**src/rtl/rvq_pkg.sv**
```systemverilog
package rvq_pkg;

  localparam int unsigned RW        = 32;
  localparam int unsigned N28W      = 32;
  localparam int unsigned XW        = 34;
  localparam int unsigned ZW        = 32;
  localparam int unsigned QW        = 31;
  localparam int unsigned KW        = 4;
  localparam int unsigned KMAX      = 11;
  localparam int unsigned SQ_STEPS  = 32;
  localparam int unsigned DIV_STEPS = 30;

  localparam logic [33:0] HALF_PI    = 34'd1686629713;
  localparam logic [33:0] QUARTER_PI = 34'd843314856;
  localparam logic signed [XW-1:0] GAIN_Q30 = 34'sd652032875;
  localparam logic signed [63:0] OUT_MAX = 64'sd536870912;

  localparam logic [2:0] ADDR_THRESHOLD = 3'd0;

  typedef struct packed {
    logic signed [RW-1:0] rx;
    logic signed [RW-1:0] ry;
    logic signed [RW-1:0] rz;
  } vec_t;

  typedef struct packed {
    logic            tiny;
    logic [N28W-1:0] n28;
    vec_t            r;
  } cord_side_t;

  typedef struct packed {
    logic signed [QW-1:0] w;
    logic                 tiny;
    vec_t                 r;
  } div_side_t;

  function automatic logic [31:0] atan_q30(input int unsigned i);
    logic [31:0] v;
    case (i)
      0:  v = 32'h3243F6A8;
      1:  v = 32'h1DAC6705;
      2:  v = 32'h0FADBAFC;
      3:  v = 32'h07F56EA6;
      4:  v = 32'h03FEAB76;
      5:  v = 32'h01FFD55B;
      6:  v = 32'h00FFFAAA;
      7:  v = 32'h007FFF55;
      8:  v = 32'h003FFFEA;
      9:  v = 32'h001FFFFD;
      10: v = 32'h000FFFFF;
      11: v = 32'h0007FFFF;
      12: v = 32'h0003FFFF;
      13: v = 32'h0001FFFF;
      14: v = 32'h0000FFFF;
      15: v = 32'h00007FFF;
      16: v = 32'h00003FFF;
      17: v = 32'h00001FFF;
      18: v = 32'h00000FFF;
      19: v = 32'h000007FF;
      20: v = 32'h000003FF;
      21: v = 32'h000001FF;
      22: v = 32'h000000FF;
      23: v = 32'h0000007F;
      24: v = 32'h0000003F;
      25: v = 32'h0000001F;
      26: v = 32'h0000000F;
      27: v = 32'h00000008;
      28: v = 32'h00000004;
      29: v = 32'h00000002;
      30: v = 32'h00000001;
      default: v = 32'h00000000;
    endcase
    return v;
  endfunction

  function automatic logic [37:0] half_pi_mult(input logic [KW-1:0] k);
    return 38'(k) * 38'(HALF_PI);
  endfunction

  function automatic logic signed [QW-1:0] clamp31(input logic signed [63:0] v);
    logic signed [63:0] c;
    if (v > OUT_MAX) c = OUT_MAX;
    else if (v < -OUT_MAX) c = -OUT_MAX;
    else c = v;
    return c[QW-1:0];
  endfunction

endpackage

```
**src/rtl/rvq_isqrt.sv**
```systemverilog
module rvq_isqrt #(
  parameter int unsigned SIDE_W = 1
) (
  input  logic                  clk_i,
  input  logic                  rst_ni,
  input  logic                  en_i,
  input  logic                  valid_i,
  input  logic [63:0]           radicand_i,
  input  logic [SIDE_W-1:0]     side_i,
  output logic                  valid_o,
  output logic [31:0]           root_o,
  output logic [SIDE_W-1:0]     side_o
);

  localparam int unsigned N = rvq_pkg::SQ_STEPS;

  logic [63:0]       rem_q  [N];
  logic [63:0]       root_q [N];
  logic [SIDE_W-1:0] side_q [N];
  logic [N-1:0]      vld_q;

  for (genvar j = 0; j < N; j++) begin : g_step
    localparam logic [63:0] Bit = 64'd1 << (2 * (N - 1 - j));
    logic [63:0]       rem_in, root_in, trial, rem_d, root_d;
    logic [SIDE_W-1:0] side_in;
    logic              vld_in;

    if (j == 0) begin : g_first
      assign rem_in  = radicand_i;
      assign root_in = '0;
      assign side_in = side_i;
      assign vld_in  = valid_i;
    end else begin : g_next
      assign rem_in  = rem_q[j-1];
      assign root_in = root_q[j-1];
      assign side_in = side_q[j-1];
      assign vld_in  = vld_q[j-1];
    end

    always_comb begin
      trial = root_in + Bit;
      if (rem_in >= trial) begin
        rem_d  = rem_in - trial;
        root_d = (root_in >> 1) + Bit;
      end else begin
        rem_d  = rem_in;
        root_d = root_in >> 1;
      end
    end

    always_ff @(posedge clk_i or negedge rst_ni) begin
      if (!rst_ni) begin
        vld_q[j] <= 1'b0;
      end else if (en_i) begin
        vld_q[j] <= vld_in;
      end
    end

    always_ff @(posedge clk_i) begin
      if (en_i) begin
        rem_q[j]  <= rem_d;
        root_q[j] <= root_d;
        side_q[j] <= side_in;
      end
    end
  end

  assign valid_o = vld_q[N-1];
  assign root_o  = root_q[N-1][31:0];
  assign side_o  = side_q[N-1];

endmodule

```
**config.mk**
```make
export PLATFORM = sky130hd
export DESIGN_NAME = rvq_isqrt
export DESIGN_NICKNAME = d
export VERILOG_FILES = /design/src/rtl/rvq_pkg.sv /design/src/rtl/rvq_isqrt.sv
export SDC_FILE = /design/constraint.sdc
export NUM_CORES = 2
export LEC_CHECK = 0
export CORE_AREA = 2 2 456 458
export CTS_BUF_LIST = sky130_fd_sc_hd__clkbuf_16
export CTS_CLUSTER_SIZE = 30
export DETAILED_ROUTE_END_ITERATION = 12
export DIE_AREA = 0 0 458 460
export DONT_BUFFER_PORTS = 1
export PLACE_DENSITY = 0.81
export SYNTH_ARGS = -nofsm -noshare
export SYNTH_HDL_FRONTEND = slang
export SYNTH_MEMORY_MAX_BITS = 65536
export SYNTH_SLANG_ARGS = --single-unit
```
**constraint.sdc**
```tcl
create_clock -name clk_i -period 10.8 [get_ports clk_i]
set_input_delay 0.54 -clock clk_i [delete_from_list [all_inputs] [get_ports clk_i]]
set_output_delay 0.54 -clock clk_i [all_outputs]
set_load 0.01 [all_outputs]
```
==> results.sh <==
export IMPL_status="finished clean"
export IMPL_die_h_um=460
export IMPL_crit_path_top_delay_cell="nor4_1"
export IMPL_tightest_slew_ns=1.40
export IMPL_grt_max_degree=206
export IMPL_ys_types=90
export IMPL_synth_ff_latch_count=2576
export IMPL_setup_viol=0
export IMPL_drtIter0Drc=9623
export IMPL_syn_area_per_cell_um2=12.6
export IMPL_first_pass_iters=6
export IMPL_cts_resized=0
export IMPL_wl_per_cell_um=23.5
export IMPL_synthCells=9737
export IMPL_power_density_mw_per_mm2=214
export IMPL_max_freq_mhz=183
export IMPL_ant_nets=0
export IMPL_htree_levels=5
export IMPL_slowest_delay_ns=0.90
export IMPL_crit_chain="ha_1 -> nand2b_1 -> nor3_1 -> nand2_1 -> nor4_1 -> nor4b_1 -> and2_1 -> inv_2 -> nand4_1 -> o41ai_1 -> o21ai_0"
export IMPL_path_clk_slew_ns=0.06
export IMPL_synthArstFlopShare=0.0124
export IMPL_slew_violations=0
export IMPL_floorplan_initialDensity=0.597
export IMPL_cts_tree="yes"
export IMPL_antenna_found_initial=15
export IMPL_gp_congestion=1.00
export IMPL_cp_arrival_ns=6.08
export IMPL_grtUsageTotal=0.281
export IMPL_max_slew_margin=0.0434
export IMPL_reg2reg_from="rem_q[6][164]$_DFFE_PP_"
export IMPL_synth_top_area_frac=0.622
export IMPL_path_buf_inv=1
export IMPL_fin_crit_sh=0.505
export IMPL_layout_commonest_cell="edfxtp_1"
export IMPL_path_class="reg2reg"
export IMPL_startpoint="rem_q[6][164]$_DFFE_PP_"
export IMPL_syn_nets=10400
export IMPL_final_layout_size_suffix_gt1_frac=0.0607
export IMPL_cts_root_buffer="clkbuf_16"
export IMPL_vias=81100
export IMPL_drc=0
export IMPL_grt_first_pass_wirelength_mm=456
export IMPL_vias_per_cell=6.32
export IMPL_placed_cells=12300
export IMPL_cts_path_max_buffers=4
export IMPL_leakage_nw=51.0
export IMPL_syn_area_mm2=0.123
export IMPL_ff_latch_area_mm2=0.0772
export IMPL_fillers=14500
export IMPL_finalNetCount=10600
export IMPL_cts_made_buffers=285
export IMPL_synth_area_top_cells="edfxtp_1 62%, ha_1 5.7%, xnor2_1 3.3%"
export IMPL_min_from="radicand_i[43]"
export IMPL_grt_pass1_vias=77600
export IMPL_yosysWarnings=0
export IMPL_path_delay_family="simple AND/OR/NAND/NOR gates"
export IMPL_cts_sinks=2576
export IMPL_rsz0062_at_grt="no"
export IMPL_cp_max_fo=35
export IMPL_tns_ns=0
export IMPL_core_mm2=0.206
export IMPL_final_cell_mix="2544 x edfxtp_1, 730 x inv_1, 616 x nand2_1"
export IMPL_critPathLaunchType="register"
export IMPL_synth_top_area_cell="edfxtp_1"
export IMPL_grt_overflow_total=0
export IMPL_area_growth_syn_to_layout_pct=10.2
export IMPL_cp_data_required_time_ns=11.43
export IMPL_dp_hpwl_mm=218
export IMPL_die_area_mm2=0.211
export IMPL_drt_wl_total_mm=302
export IMPL_std_cell_rows=167
export IMPL_worstSkewPairLatency_ns=0.95
export IMPL_hp_class="in2reg"
export IMPL_synth_edf_count=2544
export IMPL_multiInputGateArea_mm2=0.0424
export IMPL_numPortBuffers=0
export IMPL_endpoint_kind="register"
export IMPL_ir_drop_v=0.000176
export IMPL_finalNonFillerCells=12800
export IMPL_hold_viol=0
export IMPL_skew_ns=0.0745
export IMPL_io_pins=103
export IMPL_maxCapViolCount=0
export IMPL_yosysSeqAreaShare=0.628
export IMPL_fin_crit_ns=5.46
export IMPL_synth_top_flop_cell="edfxtp_1"
export IMPL_die_w_um=458
## registers in the layout (all words and copies together) (netlist names)
| register | flops |
|---|---|
| g_step.vld_in | 31 |
| rem_q | 1984 |
| root_q | 528 |
| side_q | 32 |
| valid_o | 1 |
## final timing paths
check	to	slack (ns)	cells past startpoint
setup / recovery	rem_q[6][247]$_DFFE_PP_	5.34	11
hold / removal	root_q[0][62]$_DFFE_PP_	0.07	3
setup reg to reg	rem_q[6][247]$_DFFE_PP_	5.34	11
hold reg to reg	side_q[4]$_DFFE_PP_	0.40	0
max in group asynchronous	g_step[15].vld_in$_DFFE_PN0P_	10.50	2
min in group asynchronous	g_step[7].vld_in$_DFFE_PN0P_	0.11	2
## repair_timing
action / in CTS / in global routing
hold buffers: 69 / 0
endpoints found under the hold margin: 99 / 0
buffers inserted: 0 / 0
## cell type report
cell class | instances | share of cell area
Antenna cell | 9 | 0.000166
Clock buffer | 288 | 0.0532
Clock inverter | 186 | 0.0105
Inverter | 692 | 0.0192
Multi-Input combinational cell | 6268 | 0.313
Sequential cell | 2576 | 0.570
Tap cell | 2704 | 0.0250
Timing Repair Buffer | 118 | 0.00887
## per-layer routing
layer  track usage  up-vias  part of all wire
li1              -    37000                 -
met4         0.102       14             0.039
met3        0.0502      710             0.084
met5             0        -           0.00030
met1         0.373    39500              0.40
met2         0.465     3873              0.48
## cells in the mapped netlist, drive strengths merged, types with 21 or more instances
cell type  number
edfxtp       2544
inv           691
nand2         616
nor2          594
a21oi         574
ha            558
o21ai         471
xnor2         461
xor2          411
nor4          362
nor3          281
a21o          262
clkbuf        179
nand4         174
nand3         166
o21a          111
or3           102
nand2b        101
mux2           98
nor2b          72
or4            67
and3           59
or2            48
a31oi          47
a211oi         46
o31ai          45
nor4b          44
nand3b         40
and2           36
o21bai         36
dfrtp          32
a21boi         31
o211ai         31
nand4b         27
and4           24
buf            22
a211o          21
## report_power, final
group	internal, mW	leakage, nW	total (mW)	switching, mW
Sequential	12.7	24.9	13.8	1.08
Combinational	2.47	21.7	6.08	3.60
Clock	5.31	4.36	9.16	3.84
## cells by family (layout without fill, tap and decap cells)
logic type,count (synthesis),after routing,share of synthesized area
AOI/OAI and AO/OA,1871,1871,0.0952
and+or+nand+nor,2865,2865,0.121
adders and majority gates,558,558,0.0568
muxes,102,102,0.00931
DFF,2576,2576,0.628
xor gates and xnor gates,872,872,0.0621
other,0,9,0
buffers and inverters,893,1284,0.0273
## worst min-delay path: stages
cell     delay [ns]
nor4_1         0.03
nand4_1        0.11
o41ai_1        0.16
## through the flow
step / power [mW] / instance area, um2 / utilization / setup slack (ns) / hold slack (ns)
6_report: 29.0 / 135000 / 0.657 / 5.34 / 0.0665
4_1_cts: 29.0 / 135000 / 0.657 / 5.50 / 0.0220
5_1_grt: 30.2 / 135000 / 0.657 / 4.99 / 0.0940
3_5_place_dp: 19.8 / 126000 / 0.612 / 5.54 / 0.245
2_1_floorplan: 17.8 / 123000 / - / 7.36 / 0.244
3_3_place_gp: 19.6 / 126000 / 0.612 / 5.68 / 0.245
Power figures use the tool's default switching activity.
